===== config.mk =====
export PLATFORM = sky130hd
export DESIGN_NAME = http_chunked_body_decoder_core
export DESIGN_NICKNAME = d
export VERILOG_FILES = /design/src/hcbd_pkg.sv /design/src/hcbd_front.sv /design/src/hcbd_back.sv /design/src/http_chunked_body_decoder_core.sv
export SDC_FILE = /design/constraint.sdc
export NUM_CORES = 1
export LEC_CHECK = 0
export BUFFER_PORTS_ARGS = -buffer_cell sky130_fd_sc_hd__buf_2
export CAP_MARGIN = 40
export CELL_PAD_IN_SITES_DETAIL_PLACEMENT = 1
export CELL_PAD_IN_SITES_GLOBAL_PLACEMENT = 1
export CORE_AREA = 2 2 195 120
export CTS_BUF_LIST = sky130_fd_sc_hd__clkbuf_2
export DETAILED_ROUTE_END_ITERATION = 8
export DIE_AREA = 0 0 197 122
export GPL_TIMING_DRIVEN = 0
export HOLD_SLACK_MARGIN = 0.02
export PLACE_DENSITY = 0.84
export SYNTH_ARGS = -nofsm -noshare
export SYNTH_HDL_FRONTEND = slang
export SYNTH_SLANG_ARGS = --single-unit

===== constraint.sdc =====
create_clock -name clk -period 6.1 [get_ports clk]
set_clock_uncertainty 0.15 [all_clocks]
set_input_delay 1.22 -clock clk [delete_from_list [all_inputs] [get_ports clk]]
set_output_delay 1.22 -clock clk [all_outputs]
set_load 0.1 [all_outputs]

===== src/hcbd_pkg.sv =====
// ---------------------------------------------------------------------------
// Chunked body decoder package
// Shared constants, token and result records, parser phases.
// ---------------------------------------------------------------------------
package hcbd_pkg;

    localparam int SIZE_BITS = 32;
    localparam int TOTAL_W   = 32;
    localparam int SUM_W     = ((SIZE_BITS > TOTAL_W) ? SIZE_BITS : TOTAL_W) + 1;

    localparam logic [TOTAL_W-1:0] TOTAL_MAX = '1;

    localparam logic [7:0] CH_CR      = 8'd13;
    localparam logic [7:0] CH_LF      = 8'd10;
    localparam logic [7:0] CH_ZERO    = 8'd48;
    localparam logic [7:0] CH_NINE    = 8'd57;
    localparam logic [7:0] CH_LOW_A   = 8'd97;
    localparam logic [7:0] CH_LOW_F   = 8'd102;
    localparam logic [7:0] CH_UP_A    = 8'd65;
    localparam logic [7:0] CH_UP_F    = 8'd70;
    localparam logic [3:0] HEX_TEN    = 4'd10;

    // Queue depth on both sides of the parser
    localparam int QDEPTH = 2;
    localparam int QCNT_W = $clog2(QDEPTH + 1);

    typedef enum logic [1:0] {
        TK_HEX,
        TK_CR,
        TK_LF,
        TK_OTHER
    } tok_kind_t;

    typedef struct packed {
        logic [7:0] data;
        tok_kind_t  kind;
        logic [3:0] digit;
    } tok_t;

    typedef struct packed {
        logic [7:0]         payload_byte;
        logic               is_payload;
        logic               body_done;
        logic               format_error;
        logic [TOTAL_W-1:0] total_bytes;
    } res_t;

    typedef enum logic [2:0] {
        PH_SIZE,
        PH_SIZE_LF,
        PH_DATA,
        PH_DATA_CR,
        PH_DATA_LF,
        PH_DONE,
        PH_ERROR
    } phase_t;

endpackage


===== src/hcbd_front.sv =====
// ---------------------------------------------------------------------------
// Chunked body decoder front end
// Accepts raw bytes, classifies them and holds them in a short token queue.
// ---------------------------------------------------------------------------
module hcbd_front (
    input  logic          clk,
    input  logic          rst_n,
    input  logic [7:0]    in_byte,
    input  logic          push,
    output logic          full,
    output hcbd_pkg::tok_t tok,
    output logic          tok_valid,
    input  logic          tok_ready
);
    import hcbd_pkg::*;

    tok_t              slot_reg [QDEPTH];
    logic              wr_ptr_reg;
    logic              wr_ptr_next;
    logic              rd_ptr_reg;
    logic              rd_ptr_next;
    logic [QCNT_W-1:0] count_reg;
    logic [QCNT_W-1:0] count_next;
    tok_t              cls;
    logic              do_push;
    logic              do_pop;

    // Classify the incoming byte
    always_comb
    begin
        cls.data  = in_byte;
        cls.kind  = TK_OTHER;
        cls.digit = '0;
        if (in_byte >= CH_ZERO && in_byte <= CH_NINE)
        begin
            cls.kind  = TK_HEX;
            cls.digit = 4'(in_byte - CH_ZERO);
        end
        else if (in_byte >= CH_LOW_A && in_byte <= CH_LOW_F)
        begin
            cls.kind  = TK_HEX;
            cls.digit = 4'(in_byte - CH_LOW_A) + HEX_TEN;
        end
        else if (in_byte >= CH_UP_A && in_byte <= CH_UP_F)
        begin
            cls.kind  = TK_HEX;
            cls.digit = 4'(in_byte - CH_UP_A) + HEX_TEN;
        end
        else if (in_byte == CH_CR)
        begin
            cls.kind = TK_CR;
        end
        else if (in_byte == CH_LF)
        begin
            cls.kind = TK_LF;
        end
    end

    assign full      = (count_reg == QCNT_W'(QDEPTH));
    assign tok_valid = (count_reg != '0);
    assign tok       = slot_reg[rd_ptr_reg];
    assign do_push   = push && !full;
    assign do_pop    = tok_valid && tok_ready;

    // Advance pointers and count
    always_comb
    begin
        wr_ptr_next = do_push ? ~wr_ptr_reg : wr_ptr_reg;
        rd_ptr_next = do_pop ? ~rd_ptr_reg : rd_ptr_reg;
        count_next  = count_reg;
        if (do_push && !do_pop)
        begin
            count_next = count_reg + QCNT_W'(1);
        end
        else if (do_pop && !do_push)
        begin
            count_next = count_reg - QCNT_W'(1);
        end
    end

    always_ff @(posedge clk or negedge rst_n)
    begin
        if (!rst_n)
        begin
            wr_ptr_reg <= 1'b0;
            rd_ptr_reg <= 1'b0;
            count_reg  <= '0;
        end
        else
        begin
            wr_ptr_reg <= wr_ptr_next;
            rd_ptr_reg <= rd_ptr_next;
            count_reg  <= count_next;
        end
    end

    // Hold the classified request in the queue
    always_ff @(posedge clk)
    begin
        if (do_push)
        begin
            slot_reg[wr_ptr_reg] <= cls;
        end
    end

endmodule


===== src/hcbd_back.sv =====
// ---------------------------------------------------------------------------
// Chunked body decoder back end
// Runs the chunk parser on classified tokens and queues the results.
// ---------------------------------------------------------------------------
module hcbd_back (
    input  logic           clk,
    input  logic           rst_n,
    input  hcbd_pkg::tok_t tok,
    input  logic           tok_valid,
    output logic           tok_ready,
    output hcbd_pkg::res_t res,
    output logic           res_valid,
    input  logic           res_pop
);
    import hcbd_pkg::*;

    phase_t               phase_reg;
    phase_t               phase_next;
    logic [SIZE_BITS-1:0] size_reg;
    logic [SIZE_BITS-1:0] size_next;
    logic                 seen_reg;
    logic                 seen_next;
    logic [TOTAL_W-1:0]   total_reg;
    logic [TOTAL_W-1:0]   total_next;
    logic [SUM_W-1:0]     sum;
    logic                 take;
    logic                 emit;
    res_t                 res_new;
    logic                 ovf;

    res_t                 rq_reg [QDEPTH];
    logic                 rq_wr_reg;
    logic                 rq_rd_reg;
    logic [QCNT_W-1:0]    rq_cnt_reg;
    logic [QCNT_W-1:0]    rq_cnt_next;
    logic                 do_push;
    logic                 do_pop;

    assign tok_ready = (rq_cnt_reg != QCNT_W'(QDEPTH));
    assign take      = tok_valid && tok_ready;
    assign ovf       = (size_reg[SIZE_BITS-1 -: 4] != '0);
    assign sum       = SUM_W'(total_reg) + SUM_W'(size_reg);

    // Next parser state
    always_comb
    begin
        phase_next = phase_reg;
        size_next  = size_reg;
        seen_next  = seen_reg;
        total_next = total_reg;
        if (take)
        begin
            unique case (phase_reg)
                PH_SIZE:
                begin
                    if (tok.kind == TK_CR)
                    begin
                        phase_next = seen_reg ? PH_SIZE_LF : PH_ERROR;
                    end
                    else if (tok.kind != TK_HEX || ovf)
                    begin
                        phase_next = PH_ERROR;
                    end
                    else
                    begin
                        size_next = {size_reg[SIZE_BITS-5:0], tok.digit};
                        seen_next = 1'b1;
                    end
                end
                PH_SIZE_LF:
                begin
                    if (tok.kind != TK_LF)
                    begin
                        phase_next = PH_ERROR;
                    end
                    else
                    begin
                        seen_next = 1'b0;
                        if (size_reg == '0)
                        begin
                            phase_next = PH_DONE;
                        end
                        else
                        begin
                            phase_next = PH_DATA;
                            if (sum >= SUM_W'(TOTAL_MAX))
                            begin
                                total_next = TOTAL_MAX;
                            end
                            else
                            begin
                                total_next = sum[TOTAL_W-1:0];
                            end
                        end
                    end
                end
                PH_DATA:
                begin
                    size_next = size_reg - SIZE_BITS'(1);
                    if (size_reg == SIZE_BITS'(1))
                    begin
                        phase_next = PH_DATA_CR;
                    end
                end
                PH_DATA_CR:
                begin
                    phase_next = (tok.kind == TK_CR) ? PH_DATA_LF : PH_ERROR;
                end
                PH_DATA_LF:
                begin
                    if (tok.kind == TK_LF)
                    begin
                        phase_next = PH_SIZE;
                        size_next  = '0;
                        seen_next  = 1'b0;
                    end
                    else
                    begin
                        phase_next = PH_ERROR;
                    end
                end
                default:
                begin
                    phase_next = phase_reg;
                end
            endcase
        end
    end

    // Result for the current request
    always_comb
    begin
        emit        = 1'b0;
        res_new     = '0;
        res_new.total_bytes = total_reg;
        unique case (phase_reg)
            PH_SIZE:
            begin
                if ((tok.kind == TK_CR && !seen_reg) ||
                    (tok.kind != TK_CR && (tok.kind != TK_HEX || ovf)))
                begin
                    emit                 = 1'b1;
                    res_new.format_error = 1'b1;
                end
            end
            PH_SIZE_LF:
            begin
                if (tok.kind != TK_LF)
                begin
                    emit                 = 1'b1;
                    res_new.format_error = 1'b1;
                end
                else if (size_reg == '0)
                begin
                    emit              = 1'b1;
                    res_new.body_done = 1'b1;
                end
            end
            PH_DATA:
            begin
                emit                 = 1'b1;
                res_new.is_payload   = 1'b1;
                res_new.payload_byte = tok.data;
            end
            PH_DATA_CR:
            begin
                if (tok.kind != TK_CR)
                begin
                    emit                 = 1'b1;
                    res_new.format_error = 1'b1;
                end
            end
            PH_DATA_LF:
            begin
                if (tok.kind != TK_LF)
                begin
                    emit                 = 1'b1;
                    res_new.format_error = 1'b1;
                end
            end
            default:
            begin
                emit = 1'b0;
            end
        endcase
    end

    always_ff @(posedge clk or negedge rst_n)
    begin
        if (!rst_n)
        begin
            phase_reg <= PH_SIZE;
            size_reg  <= '0;
            seen_reg  <= 1'b0;
            total_reg <= '0;
        end
        else
        begin
            phase_reg <= phase_next;
            size_reg  <= size_next;
            seen_reg  <= seen_next;
            total_reg <= total_next;
        end
    end

    // Result queue
    assign do_push   = take && emit;
    assign res_valid = (rq_cnt_reg != '0);
    assign do_pop    = res_valid && res_pop;
    assign res       = rq_reg[rq_rd_reg];

    always_comb
    begin
        rq_cnt_next = rq_cnt_reg;
        if (do_push && !do_pop)
        begin
            rq_cnt_next = rq_cnt_reg + QCNT_W'(1);
        end
        else if (do_pop && !do_push)
        begin
            rq_cnt_next = rq_cnt_reg - QCNT_W'(1);
        end
    end

    always_ff @(posedge clk or negedge rst_n)
    begin
        if (!rst_n)
        begin
            rq_wr_reg  <= 1'b0;
            rq_rd_reg  <= 1'b0;
            rq_cnt_reg <= '0;
        end
        else
        begin
            rq_wr_reg  <= do_push ? ~rq_wr_reg : rq_wr_reg;
            rq_rd_reg  <= do_pop ? ~rq_rd_reg : rq_rd_reg;
            rq_cnt_reg <= rq_cnt_next;
        end
    end

    always_ff @(posedge clk)
    begin
        if (do_push)
        begin
            rq_reg[rq_wr_reg] <= res_new;
        end
    end

endmodule


===== src/http_chunked_body_decoder_core.sv =====
// ---------------------------------------------------------------------------
// HTTP chunked body decoder
// Parses a chunked transfer body byte by byte and emits payload, end and
// error results.
// ---------------------------------------------------------------------------
// Channel   Handshake         Payload
// input     push / full       in_byte
// result    pop / empty       payload_byte, is_payload, body_done,
//                             format_error, total_bytes
//
// One byte per cycle sustained while the result side keeps up; a result
// reaches the result ports through the token queue, then the parser into
// the result queue, both registered.
// Reset is asynchronous and returns the parser to the size line.
// A stalled result side fills the two-entry result queue, then the parser
// holds and the two-entry token queue raises full.
// ---------------------------------------------------------------------------
module http_chunked_body_decoder_core (
    input  logic                          clk,
    input  logic                          rst_n,
    input  logic [7:0]                    in_byte,
    input  logic                          push,
    output logic                          full,
    output logic [7:0]                    payload_byte,
    output logic                          is_payload,
    output logic                          body_done,
    output logic                          format_error,
    output logic [hcbd_pkg::TOTAL_W-1:0]  total_bytes,
    output logic                          empty,
    input  logic                          pop
);
    import hcbd_pkg::*;

    tok_t tok;
    logic tok_valid;
    logic tok_ready;
    res_t res;
    logic res_valid;

    hcbd_front u_front (
        .clk       (clk),
        .rst_n     (rst_n),
        .in_byte   (in_byte),
        .push      (push),
        .full      (full),
        .tok       (tok),
        .tok_valid (tok_valid),
        .tok_ready (tok_ready)
    );

    hcbd_back u_back (
        .clk       (clk),
        .rst_n     (rst_n),
        .tok       (tok),
        .tok_valid (tok_valid),
        .tok_ready (tok_ready),
        .res       (res),
        .res_valid (res_valid),
        .res_pop   (pop)
    );

    // Drive result ports
    assign empty        = !res_valid;
    assign payload_byte = res.payload_byte;
    assign is_payload   = res.is_payload;
    assign body_done    = res.body_done;
    assign format_error = res.format_error;
    assign total_bytes  = res.total_bytes;

endmodule


**Word-level counts from Yosys, hierarchy flattened**

Memories as Yosys holds them, arrays and structs flattened.
Cells that the tools add are included.

- Register bits after elaboration: 76
- Bits in writable memories: 114
- Memories kept: 2

- Bitwise logic cells: 6
- Muxes and demuxes: 43
- Add/sub/neg operators: 11
- Order comparisons: 7
- Reduce and logical (&&, ||, !) cells: 38
- Eq/ne operators: 19

Memories:

| name | words | width | read ports | clocked after memory_dff | wr ports | RTL line | RTL |
|---|---|---|---|---|---|---|---|
| u_back.rq_reg | 2 | 43 | 1 | 0 | 1 | hcbd_back.sv:31 | `res_t rq_reg [QDEPTH];` |
| u_front.slot_reg | 2 | 14 | 1 | 0 | 1 | hcbd_front.sv:17 | `tok_t slot_reg [QDEPTH];` |

Operators with widths:

| kind | number |
|---|---|
| $mux W32 | 4 |
| $pmux W32 S3 | 1 |
| $add A32 B32 Y33 | 1 |
| $ge A33 B32 Y1 const B | 1 |
| $eq A32 B1 Y1 const B | 1 |
| $logic_not A32 Y1 | 1 |
| $sub A32 B1 Y32 const B | 1 |
| $mux W3 | 7 |
| $eq A8 B4 Y1 const B | 2 |
| $ge A8 B7 Y1 const B | 2 |
| $le A8 B7 Y1 const B | 2 |
| $mux W1 | 16 |
| $pmux W3 S5 | 1 |
| $mux W2 | 7 |
| $logic_and A1 B1 Y1 | 13 |
| $mux W6 | 2 |
| $sub A4 B1 Y4 const B | 3 |
| $ne A2 B2 Y1 const B | 5 |
| $reduce_bool A2 Y1 | 5 |
| $mux W9 | 1 |
| $add A4 B4 Y4 const B | 2 |
| $ge A8 B6 Y1 const B | 1 |
| $le A8 B6 Y1 const B | 1 |
| $reduce_and A4 Y1 | 2 |
| 22 further kinds | 42 |

**Longest topological paths before layout**

Gate-level depths: netlist of the first run.
An unclocked memory read counts as a cell.

- Depth in word-level cells: 12
- Depth in mapped cells: 14
- Depth with buffers taken out: 13

**Hierarchy**

From an unflattened synthesis of the first run, not the netlist that was laid out.

- Cells, all modules: 890
- Area total of the unflattened synthesis: 10114.7 sq um

Modules (own cells, without submodules):

| module | cells each | times used | area each (sq um) |
|---|---|---|---|
| hcbd_back | 800 | 1 | 8679.6 |
| hcbd_front | 89 | 1 | 1431.4 |
| http_chunked_body_decoder_core | 1 | 1 | 3.8 |

**Worst setup path before layout of the first run**

Ideal clock, no wire load.

- Path type: reg2reg
- From: reg u_back.size_reg[23]
- To: mem u_back.rq_reg[0][0] (netlist bit), enable pin
- Slack: 1.570 ns
- Period minus slack after synthesis: 4.530 ns
- Required time: 5.507 ns
- Stages on the path, launching flop included: 10
- Arrival time: 3.937 ns
- Path buffers: 0
- Cells stage by stage: dfrtp_1 > or3_4 > or3_4 > nor4_4 > and2_4 > nor2_2 > o22a_1 > o22ai_1 > nand2b_2 > nor2_1

- Cells in the longest elaborated chain, start to end: 7

Ends and longest elaborated chain:

| element | RTL line | RTL |
|---|---|---|
| start, declared | hcbd_back.sv:19 | `logic [SIZE_BITS-1:0] size_reg;` |
| start signal, assigned | hcbd_back.sv:200 | `size_reg <= size_next;` |
| $logic_not A32 Y1 | hcbd_back.sv:153 | `else if (size_reg == '0)` |
| $mux W1 | hcbd_back.sv:153 |  |
| $mux W1 | hcbd_back.sv:148 | `if (tok.kind != TK_LF)` |
| $pmux W1 S5 | hcbd_back.sv:136 | `unique case (phase_reg)` |
| $logic_and A1 B1 Y1 | hcbd_back.sv:207 | `assign do_push = take && emit;` |
| $mux W1 | hcbd_back.sv:243 | `if (do_push)` |
| $mux W1 (not written as such) | hcbd_back.sv:245 | `rq_reg[rq_wr_reg] <= res_new;` |
| end, declared | hcbd_back.sv:31 |  |

Every way passes these cells.

**Worst setup path in the final report of the first run**

- From: reg u_back.rq_rd_reg
- To: out total_bytes[29] (netlist bit)

- Cells in the longest elaborated chain, start to end: 1

Ends and longest elaborated chain:

| element | RTL line | RTL |
|---|---|---|
| start, declared | hcbd_back.sv:33 | `logic rq_rd_reg;` |
| start signal, assigned | hcbd_back.sv:236 | `rq_rd_reg <= do_pop ? ~rq_rd_reg : rq_rd_reg;` |
| $mem_v2 Z2 W43 | n/a |  |
| end, declared | http_chunked_body_decoder_core.sv:28 | `output logic [hcbd_pkg::TOTAL_W-1:0] total_bytes,` |

Every way passes these cells.

==> results.py, run 1 <==
metrics = {
    "outcome": {
        "status": "complete, no violations",
    },
    "pwr": {
        "pwr-share-comb_pct": 55.1,
        "netSwitchingPower_w": 0.00318,
        "seq_power_share_pct": 35.2,
        "powerDensity_mw_per_mm2": 555,
        "p_leak_nw": 4.31,
        "swShare_pct": 52.8,
        "p_clk_share_pct": 9.7,
        "p_int_w": 0.00284,
        "ir_drop_uv": 451,
    },
    "setup_path": {
        "cpMostUsedCell": "clkbuf_1",
        "cp.arrival_ns": 3.07,
        "cp-start-kind": "flop",
        "cp-end-kind": "output port",
        "cp_num_buf_inv": 3,
        "path_cells": "clkbuf_1 -> clkbuf_1 -> mux2_2 -> buf_2",
        "worstPathMaxFanout": 10,
        "cpLargestDelayFamily": "buffers and inverters",
        "required_ns": 4.73,
        "slowest_delay_ns": 0.61,
        "slowest_stage": "clkbuf_1",
        "critical_path_class": "reg -> out",
    },
    "clock_tree": {
        "clockBufferDepth": 2,
        "clk_latency_ns": 0.85,
        "cts_root_buffer": "clkbuf_2",
        "cts_resized": 0,
        "cts_tree": "built",
        "clkTransAtPathRegs_ns": 0.32,
        "ctsHoldBuffers": 0,
        "cts.sinks": 190,
        "post-cts-setup-buffers": 0,
        "htreeDepth": 4,
        "cts_made_buffers": 17,
    },
    "run": {
        "drv_cap": 0,
    },
    "routing": {
        "drtPass1Iterations": 5,
        "first_iter_violations": 608,
        "vias": 7628,
        "final_antenna_net_count": 0,
        "wirelength_um": 26700,
        "viasPerCell": 5.90,
        "post_drt_wl_per_cell_um": 20.6,
        "drc": 0,
    },
    "synth": {
        "yosys_warnings": 0,
        "synthMuxAreaShare_pct": 6.25,
        "async_reset_ff_share_pct": 40.0,
        "synth_largest_area_cell": "edfxtp_1",
        "synth_area_leaders": "edfxtp_1 (35%), dfrtp_1 (19%), mux2_2 (5.3%), ha_1 (5.2%), a21oi_1 (5.1%)",
        "synth_top_family_by_area": "compound AO/OA/AOI/OAI gates",
        "synth_adder_area_share_pct": 5.38,
        "synth.most_common_cell": "edfxtp_1",
        "syn-cell-area_mm2": 0.00990,
        "synth_xor_area_share_pct": 3.44,
        "synth_simple_gate_area_share_pct": 12.2,
        "synth_compound_area_share_pct": 16.3,
        "synthCells": 908,
        "synth_top_area_share_pct": 34.6,
        "synth_fp_nets": 962,
        "ys.flop_type": "edfxtp_1",
        "avgSynthCellArea_um2": 10.9,
        "yosysSeqAreaShare_pct": 53.8,
        "ys_ff_latch": 190,
        "synth-edff-count": 114,
        "synth_commonest_cells": "edfxtp_1 (114), nor2_1 (103), a21oi_1 (100), o21ai_0 (82), dfrtp_1 (76)",
        "synth_cell_type_count": 68,
    },
    "layout": {
        "largest_reg_flops": 86,
        "instances_no_fill": 1293,
        "nFillCells": 2515,
        "diodes": 0,
        "design_area_mm2": 0.0108,
        "drive_gt1_share_pct": 17.1,
        "syn_to_final_growth_pct": 9.51,
        "fin_nets": 1042,
        "fin_util_pct": 48.2,
    },
    "global_routing": {
        "grt_max_degree": 52,
        "grt-ovfl-total": 0,
        "grt_usage_pct": 23.1,
        "grt_pass1_wl_um": 42700,
        "grt_pass1_vias": 7804,
        "antenna_found_initial": 0,
    },
    "timing": {
        "tns_ns": 0,
        "whs_ns": 0.0892,
        "hold_viol": 0,
        "slew_headroom_pct": 43.9,
        "grt_setup_unrepaired": "false",
        "maxClockFrequency_mhz": 225,
        "period_needed_ns": 4.44,
        "setup-violations-final": 0,
        "drv_slew": 0,
        "worst_pin_slew_ns": 0.837,
        "post-route-period-util_pct": 72.8,
    },
    "hold_path": {
        "min_path_type": "in -> async",
    },
    "placement": {
        "gp_congestion": 0.908,
        "portBuffers": 56,
        "dpl.cell_count": 1260,
        "place_hpwl_um": 19900,
        "postPlaceCellArea_mm2": 0.0106,
    },
    "floorplanning": {
        "rows": 43,
        "core_area_mm2": 0.0225,
        "dieArea_mm2": 0.0240,
        "die-height_um": 122,
        "io_pins": 57,
        "die_w_um": 197,
        "start_util_pct": 44.0,
    },
}
-- cells in the final DEF (no fill, tap or decap), types with 26 or more instances in the layout --
cell / n
edfxtp_1: 114
nor2_1: 101
a21oi_1: 100
o21ai_0: 82
dfrtp_1: 76
buf_2: 60
nand2_1: 48
mux2_2: 47
ha_1: 41
clkbuf_1: 26
-- worst register-to-register path, cell delays in order, from the launching register on --
cell and delay (ns):
dfrtp_1 0.55, nor3_1 0.59, nand4_1 0.31, nor4_4 0.41, and2_4 0.24, nor2_2 0.04
o22a_1 0.21, o22ai_1 0.17, nand2b_2 0.16, nor2_4 0.65, buf_12 0.27
-- stage by stage --
stage          power, W  setup WS (ns)
2_1_floorplan   0.00462           1.57
3_3_place_gp    0.00527         -0.109
3_5_place_dp    0.00542           2.04
4_1_cts         0.00601           1.53
5_1_grt         0.00638           1.42
6_report        0.00602           1.66
-- per-layer routing --
| layer | vias up | routed length, um | track usage (%) |
|---|---|---|---|
| met5 | - | 0 | 0 |
| met4 | 0 | 355 | 6.63 |
| met3 | 33 | 1430 | 3.68 |
| met2 | 262 | 11700 | 35.6 |
| met1 | 3797 | 13200 | 33.9 |
| li1 | 3536 | - | - |
-- cells by family (layout without fill, tap and decap cells) --
family	count (synthesis)	in the layout
AOI/OAI and AO/OA	271	271
xor gates and xnor gates	38	38
adders and majority gates	42	42
buffers and inverters	64	157
DFF	190	190
muxes	56	56
and+or+nand+nor	247	247
-- worst paths after layout --
kind / cells after the start / to / slack, ns / from
worst max register to register: 10 / u_back.rq_reg[0][13] / 2.04 / u_back.size_reg[17]
min in group clk: 1 / u_front.wr_ptr_reg / 0.37 / u_front.wr_ptr_reg
worst min register to register: 1 / u_front.wr_ptr_reg / 0.37 / u_front.wr_ptr_reg
worst max-delay path: 4 / total_bytes[29] / 1.66 / u_back.rq_rd_reg
max in group asynchronous: 2 / u_back.total_reg[7] / 5.03 / rst_n
worst min-delay path: 1 / u_back.size_reg[0] / 0.09 / rst_n
-- power groups by stage --
stage / Clock [W] / Sequential, W / Combinational, W
after detailed placement: 0 / 0.00214 / 0.00329
after global placement: 0 / 0.00212 / 0.00315
after floorplan: 0 / 0.00202 / 0.00260
after CTS: 0.000602 / 0.00211 / 0.00330
after global routing: 0.000642 / 0.00216 / 0.00358
final: 0.000582 / 0.00212 / 0.00332
-- final cells by class --
cell class	count	area, um2	area share (%)
sequential	190	5330	49.1
multi-input combinational	654	4330	39.9
tap	292	365	3.37
timing repair buffer	61	363	3.35
buffer	38	168	1.55
clock inverter	13	104	0.958
inverter	26	97.6	0.900
clock buffer	19	95.1	0.877
No activity file was read; power rests on OpenSTA's default activity.
==> run 2: changes to the inputs <==
Settings changed: PLACE_DENSITY 0.84 to 0.87.
Clock period 6.1 ns to 3.6 ns, I/O delays scaled along.
==> run 2 against run 1 <==
Effect of this change: die area did not move; sequential cell count unchanged; critical path depth is 9 higher; sequential share of layout area is 1.3 points lower; via count is 2.4% higher; wire length rose by 6.2%; hold slack gained 0.073 ns; combinational power up 75%; count of clock-buffer cells in the layout rose by 1; clock power up 84%; cell area is 2.9% higher; register-to-register slack worse by 2.0 ns; critical path type is now reg -> reg; critical endpoint is now u_back.total_reg[2].
==> results.py, run 2 (synthesis gave the netlist of run 1 again) <==
metrics = {
    "routing": {
        "wirelength_um": 28300,
        "final_antenna_net_count": 0,
        "post_drt_wl_per_cell_um": 21.7,
        "viasPerCell": 5.97,
        "drtPass1Iterations": 5,
        "first_iter_violations": 582,
        "vias": 7808,
        "drc": 0,
    },
    "timing": {
        "slew_headroom_pct": 36.7,
        "period_needed_ns": 3.60,
        "post-route-period-util_pct": 99.9,
        "maxClockFrequency_mhz": 278,
        "drv_slew": 0,
        "hold_viol": 0,
        "whs_ns": 0.162,
        "worst_pin_slew_ns": 0.944,
        "setup-violations-final": 0,
        "tns_ns": 0,
    },
    "floorplanning": {
        "start_util_pct": 44.0,
        "die-height_um": 122,
        "core_area_mm2": 0.0225,
        "dieArea_mm2": 0.0240,
        "io_pins": 57,
        "die_w_um": 197,
        "rows": 43,
    },
    "layout": {
        "largest_reg_flops": 86,
        "mostFrequentLayoutCell": "edfxtp_1",
        "diodes": 0,
        "nFillCells": 2476,
        "syn_to_final_growth_pct": 12.7,
        "multi_input_area_mm2": 0.00444,
        "seq_area_mm2": 0.00533,
        "fin_util_pct": 49.6,
        "drive_gt1_share_pct": 19.1,
        "instances_no_fill": 1307,
        "fin_nets": 1056,
        "final_cell_mix": "edfxtp_1 (114), nor2_1 (101), a21oi_1 (97)",
    },
    "pwr": {
        "p_leak_nw": 4.43,
        "p_int_w": 0.00504,
        "swShare_pct": 52.2,
        "netSwitchingPower_w": 0.00551,
        "powerDensity_mw_per_mm2": 945,
        "p_clk_share_pct": 10.2,
        "seq_power_share_pct": 34.6,
        "pwr-share-comb_pct": 55.2,
        "ir_drop_uv": 607,
    },
    "setup_path": {
        "cp-start-kind": "flop",
        "slowest_stage": "dfrtp_2",
        "cp.arrival_ns": 4.23,
        "required_ns": 4.24,
        "critical_path_class": "reg -> reg",
        "worstPathMaxFanout": 10,
        "reg2reg_setup_slack_ns": 0.003,
        "path_cells": "ha_1 -> inv_1 -> fa_1 -> nand2b_1 -> a21oi_2 -> o21ai_1 -> o41ai_1 -> o211a_1 -> o31ai_4 -> a21oi_2 -> nor2b_4 -> clkbuf_4 -> a21oi_1",
        "slowest_delay_ns": 0.51,
        "cp-end-kind": "flop",
        "cpMostUsedCell": "a21oi_2",
    },
    "run": {
        "drv_cap": 0,
    },
    "clock_tree": {
        "cts_root_buffer": "clkbuf_2",
        "cts_made_buffers": 17,
        "clkTransAtPathRegs_ns": 0.29,
        "htreeDepth": 4,
        "clockBufferDepth": 2,
        "cts.sinks": 190,
        "clk_latency_ns": 0.86,
        "cts_tree": "built",
    },
    "placement": {
        "gp_congestion": 0.881,
        "portBuffers": 56,
        "place_hpwl_um": 20200,
        "dpl.cell_count": 1261,
    },
    "global_routing": {
        "grt-ovfl-total": 0,
        "grt_max_degree": 46,
        "grt_usage_pct": 24.4,
        "antenna_found_initial": 0,
        "grt_pass1_wl_um": 45000,
        "grt_pass1_vias": 8275,
    },
    "hold_path": {
        "min_path_type": "in -> async",
    },
    "outcome": {
        "status": "complete, no violations",
    },
}
==> run 2: cell types whose count changed in the layout (fill, tap and decap cells not counted), sizes merged <==
| cell | delta |
|---|---|
| clkinv | +4 |
| bufinv | +2 |
| inv | -5 |
| clkinvlp | -2 |
| dlygate4sd3 | +11 |
| clkbuf | -1 |
| buf | +3 |
| nor2 | +2 |
==> run 2: metal layers <==
metal | global-route usage (%) | routed length (um) | up-vias
li1 | - | - | 3564
met1 | 34.8 | 13500 | 3929
met2 | 38.0 | 12600 | 273
met3 | 4.54 | 1700 | 42
met4 | 7.61 | 486 | 0
met5 | 0 | 0 | -
==> run 2: cell type report <==
type / count / share of cell area, %
Multi-Input combinational cell: 656 / 39.8
Sequential cell: 190 / 47.8
Timing Repair Buffer: 76 / 4.89
Clock buffer: 20 / 0.897
Clock inverter: 12 / 1.08
Tap cell: 292 / 3.27
Inverter: 26 / 0.874
Buffer: 35 / 1.49
==> run 2: final timing paths <==
path / from / end / depth (start not counted)
setup / recovery: u_back.size_reg[0] / u_back.total_reg[2] / 13
hold / removal: rst_n / u_back.seen_reg / 2
setup reg to reg: u_back.size_reg[0] / u_back.total_reg[2] / 13
hold reg to reg: u_front.wr_ptr_reg / u_front.wr_ptr_reg / 1
max in group asynchronous: rst_n / u_back.size_reg[13] / 3
min in group clk: u_front.wr_ptr_reg / u_front.wr_ptr_reg / 1
==> run 2: per-stage QoR <==
| step | instance area (um2) | setup slack, ns | total power [W] |
|---|---|---|---|
| finish | 11200 | 0.00255 | 0.0105 |
| floorplan | 9910 | -0.220 | 0.00783 |
| detailed placement | 10700 | -0.393 | 0.00924 |
| global route | 11200 | -0.00607 | 0.0111 |
| CTS | 11100 | -0.0660 | 0.0104 |
| global placement | 10600 | -1.45 | 0.00891 |
==> run 2: worst max-delay path, delay by kind of cell (launching register included) <==
family	cells	cell delay [ns]
flip-flops	1	0.51
AND/OR/NAND/NOR	2	0.32
adder cells (fa/ha/maj)	2	0.61
AO/OA/AOI/OAI	7	1.62
buffers and inverters	2	0.31
==> run 2: power by group through the flow <==
| stage | registers [W] | logic [W] | clock network, W |
|---|---|---|---|
| after CTS | 0.00361 | 0.00571 | 0.00111 |
| after floorplan | 0.00341 | 0.00442 | 0 |
| after global placement | 0.00358 | 0.00533 | 0 |
| after detailed placement | 0.00363 | 0.00562 | 0 |
| final | 0.00365 | 0.00582 | 0.00107 |
| after global routing | 0.00372 | 0.00623 | 0.00117 |
==> run 2: repair_timing <==
action,in CTS,in global routing
setup endpoints to repair,156,120
hold buffers,11,0
cloned,2,0
endpoints found under the hold margin,72,0
gates resized for setup,13,17
pin swaps,3,3
buffers inserted,2,2
==> run 3: changes to the inputs <==
Settings changed: CORE_AREA 2 2 195 120 to 2 2 221 136, CTS_CLUSTER_SIZE set to 8, DIE_AREA 0 0 197 122 to 0 0 223 138, GPL_TIMING_DRIVEN 0 to 1, PLACE_DENSITY 0.87 to 0.72.
==> run 3 against run 2 <==
Effect of this change: first-iteration DRC count is 14% lower; cell area grew 0.10%; global-route usage down 7.3 points; critical path type unchanged.
==> results.py, run 3 (synthesis gave the netlist of run 1 again) <==
metrics = {
    "clock_tree": {
        "cts_tree": "built",
        "htreeDepth": 4,
        "cts_root_buffer": "clkbuf_2",
        "clkTransAtPathRegs_ns": 0.28,
        "cts.sinks": 190,
        "cts_made_buffers": 17,
        "clk_latency_ns": 0.86,
        "post-cts-setup-buffers": 0,
        "clockBufferDepth": 2,
    },
    "timing": {
        "setup-violations-final": 0,
        "post-route-period-util_pct": 94.2,
        "period_needed_ns": 3.39,
        "tns_ns": 0,
        "drv_slew": 0,
        "worst_pin_slew_ns": 0.749,
        "grt_setup_unrepaired": "false",
        "slew_headroom_pct": 49.9,
        "layout_setup_ws_ns": 0.210,
        "hold_viol": 0,
        "maxClockFrequency_mhz": 295,
    },
    "routing": {
        "vias": 7289,
        "drtPass1Iterations": 5,
        "first_iter_violations": 498,
        "viasPerCell": 5.29,
        "post_drt_wl_per_cell_um": 18.6,
        "wirelength_um": 25600,
        "final_antenna_net_count": 0,
        "drc": 0,
    },
    "layout": {
        "mostFrequentLayoutCell": "edfxtp_1",
        "final_cell_mix": "edfxtp_1 (114), nor2_1 (101), a21oi_1 (98)",
        "largest_reg_flops": 86,
        "nFillCells": 3256,
        "instances_no_fill": 1377,
        "fin_nets": 1035,
        "drive_gt1_share_pct": 18.7,
        "syn_to_final_growth_pct": 12.8,
    },
    "global_routing": {
        "grt_pass1_vias": 7455,
        "grt_pass1_wl_um": 41900,
        "grt-ovfl-total": 0,
        "antenna_found_initial": 1,
        "grt_usage_pct": 17.2,
        "grt_max_degree": 59,
    },
    "floorplanning": {
        "rows": 49,
        "start_util_pct": 34.0,
        "dieArea_mm2": 0.0308,
        "die_w_um": 223,
        "io_pins": 57,
        "core_area_mm2": 0.0291,
        "die-height_um": 138,
    },
    "pwr": {
        "swShare_pct": 50.5,
        "p_clk_share_pct": 11.8,
        "powerDensity_mw_per_mm2": 933,
        "seq_power_share_pct": 35.1,
        "pwr-share-comb_pct": 53.1,
        "p_int_w": 0.00516,
        "ir_drop_uv": 490,
        "netSwitchingPower_w": 0.00526,
        "p_leak_nw": 4.43,
    },
    "setup_path": {
        "reg2reg_setup_slack_ns": 0.21,
        "cp-end-kind": "flop",
        "cp.arrival_ns": 3.96,
        "critical_path_class": "reg -> reg",
        "cp-start-kind": "flop",
        "worstPathMaxFanout": 8,
        "required_ns": 4.17,
    },
    "placement": {
        "portBuffers": 56,
        "dpl.cell_count": 1333,
        "place_hpwl_um": 18300,
        "dp_slack_ns": 0.0668,
        "gp_congestion": 0.868,
    },
    "outcome": {
        "status": "complete, no violations",
    },
    "run": {
        "drv_cap": 0,
    },
    "hold_path": {
        "min_path_type": "in -> async",
    },
}
## run 3: changes by cell type in the layout (fill, tap and decap cells not counted), sizes merged
cell,before,now
buf,75,81
clkinv,9,7
diode,0,1
bufinv,2,4
nor2,107,105
clkbuf,45,18
inv,26,28
## run 3: worst max-delay path, cell delays in order (launching register included)
cell,delay [ns]
dfrtp_1,0.52
ha_1,0.50
nand4_1,0.21
nor4_1,0.40
o211ai_1,0.22
a31oi_1,0.33
o22a_1,0.32
a221o_1,0.25
a22oi_1,0.10
mux2i_1,0.18
a31oi_1,0.11
## run 3: repair_timing
item                       4_1_cts  5_1_grt
hold endpoints to repair        57        0
resized for setup                1        4
hold buffers                    11        0
setup endpoints to repair        2       34
## run 3: layout make-up
class / count / area (um2) / share of cell area, %
inverter: 26 / 97.6 / 0.873
clock buffer: 18 / 90.1 / 0.806
multi-input combinational: 654 / 4360 / 39.0
antenna: 1 / 2.50 / 0.0224
timing repair buffer: 92 / 631 / 5.64
clock inverter: 14 / 191 / 1.71
tap: 382 / 478 / 4.28
sequential: 190 / 5330 / 47.7
## run 3: worst paths after layout
check / cells past startpoint / end / from
max: 10 / u_back.total_reg[31] / u_back.size_reg[13]
min: 2 / u_back.phase_reg[0] / rst_n
max reg2reg: 10 / u_back.total_reg[31] / u_back.size_reg[13]
min reg2reg: 1 / u_front.wr_ptr_reg / u_front.wr_ptr_reg
max in group asynchronous: 3 / u_back.total_reg[17] / rst_n
min in group clk: 1 / u_front.wr_ptr_reg / u_front.wr_ptr_reg
## run 3: layer usage
layer  global-route usage [%]  part of all wire (%)  vias up
li1                         -                     -     3522
met1                     26.7                    53     3622
met2                     24.6                    42      130
met3                     2.95                   3.6       15
met4                     4.24                  0.87        0
met5                        0                     0        -
## run 3: power by group through the flow
| stage | Sequential (W) | Clock (W) | Combinational (W) |
|---|---|---|---|
| final | 0.00365 | 0.00123 | 0.00553 |
| after global routing | 0.00374 | 0.00136 | 0.00602 |
| after CTS | 0.00365 | 0.00128 | 0.00554 |
| after detailed placement | 0.00370 | 0 | 0.00550 |
| after global placement | 0.00365 | 0 | 0.00543 |
| after floorplan | 0.00341 | 0 | 0.00442 |
## run 3: metrics by stage
stage | total power [W] | hold slack, ns | cell area (um2) | utilization [%]
6_report | 0.0104 | 0.205 | 11200 | 38.4
5_1_grt | 0.0111 | 0.152 | 11200 | 38.4
3_5_place_dp | 0.00921 | 0.346 | 10800 | 37.0
3_3_place_gp | 0.00908 | 0.328 | 10800 | 37.0
4_1_cts | 0.0105 | 0.143 | 11200 | 38.3
2_1_floorplan | 0.00783 | 0.274 | 9910 | -
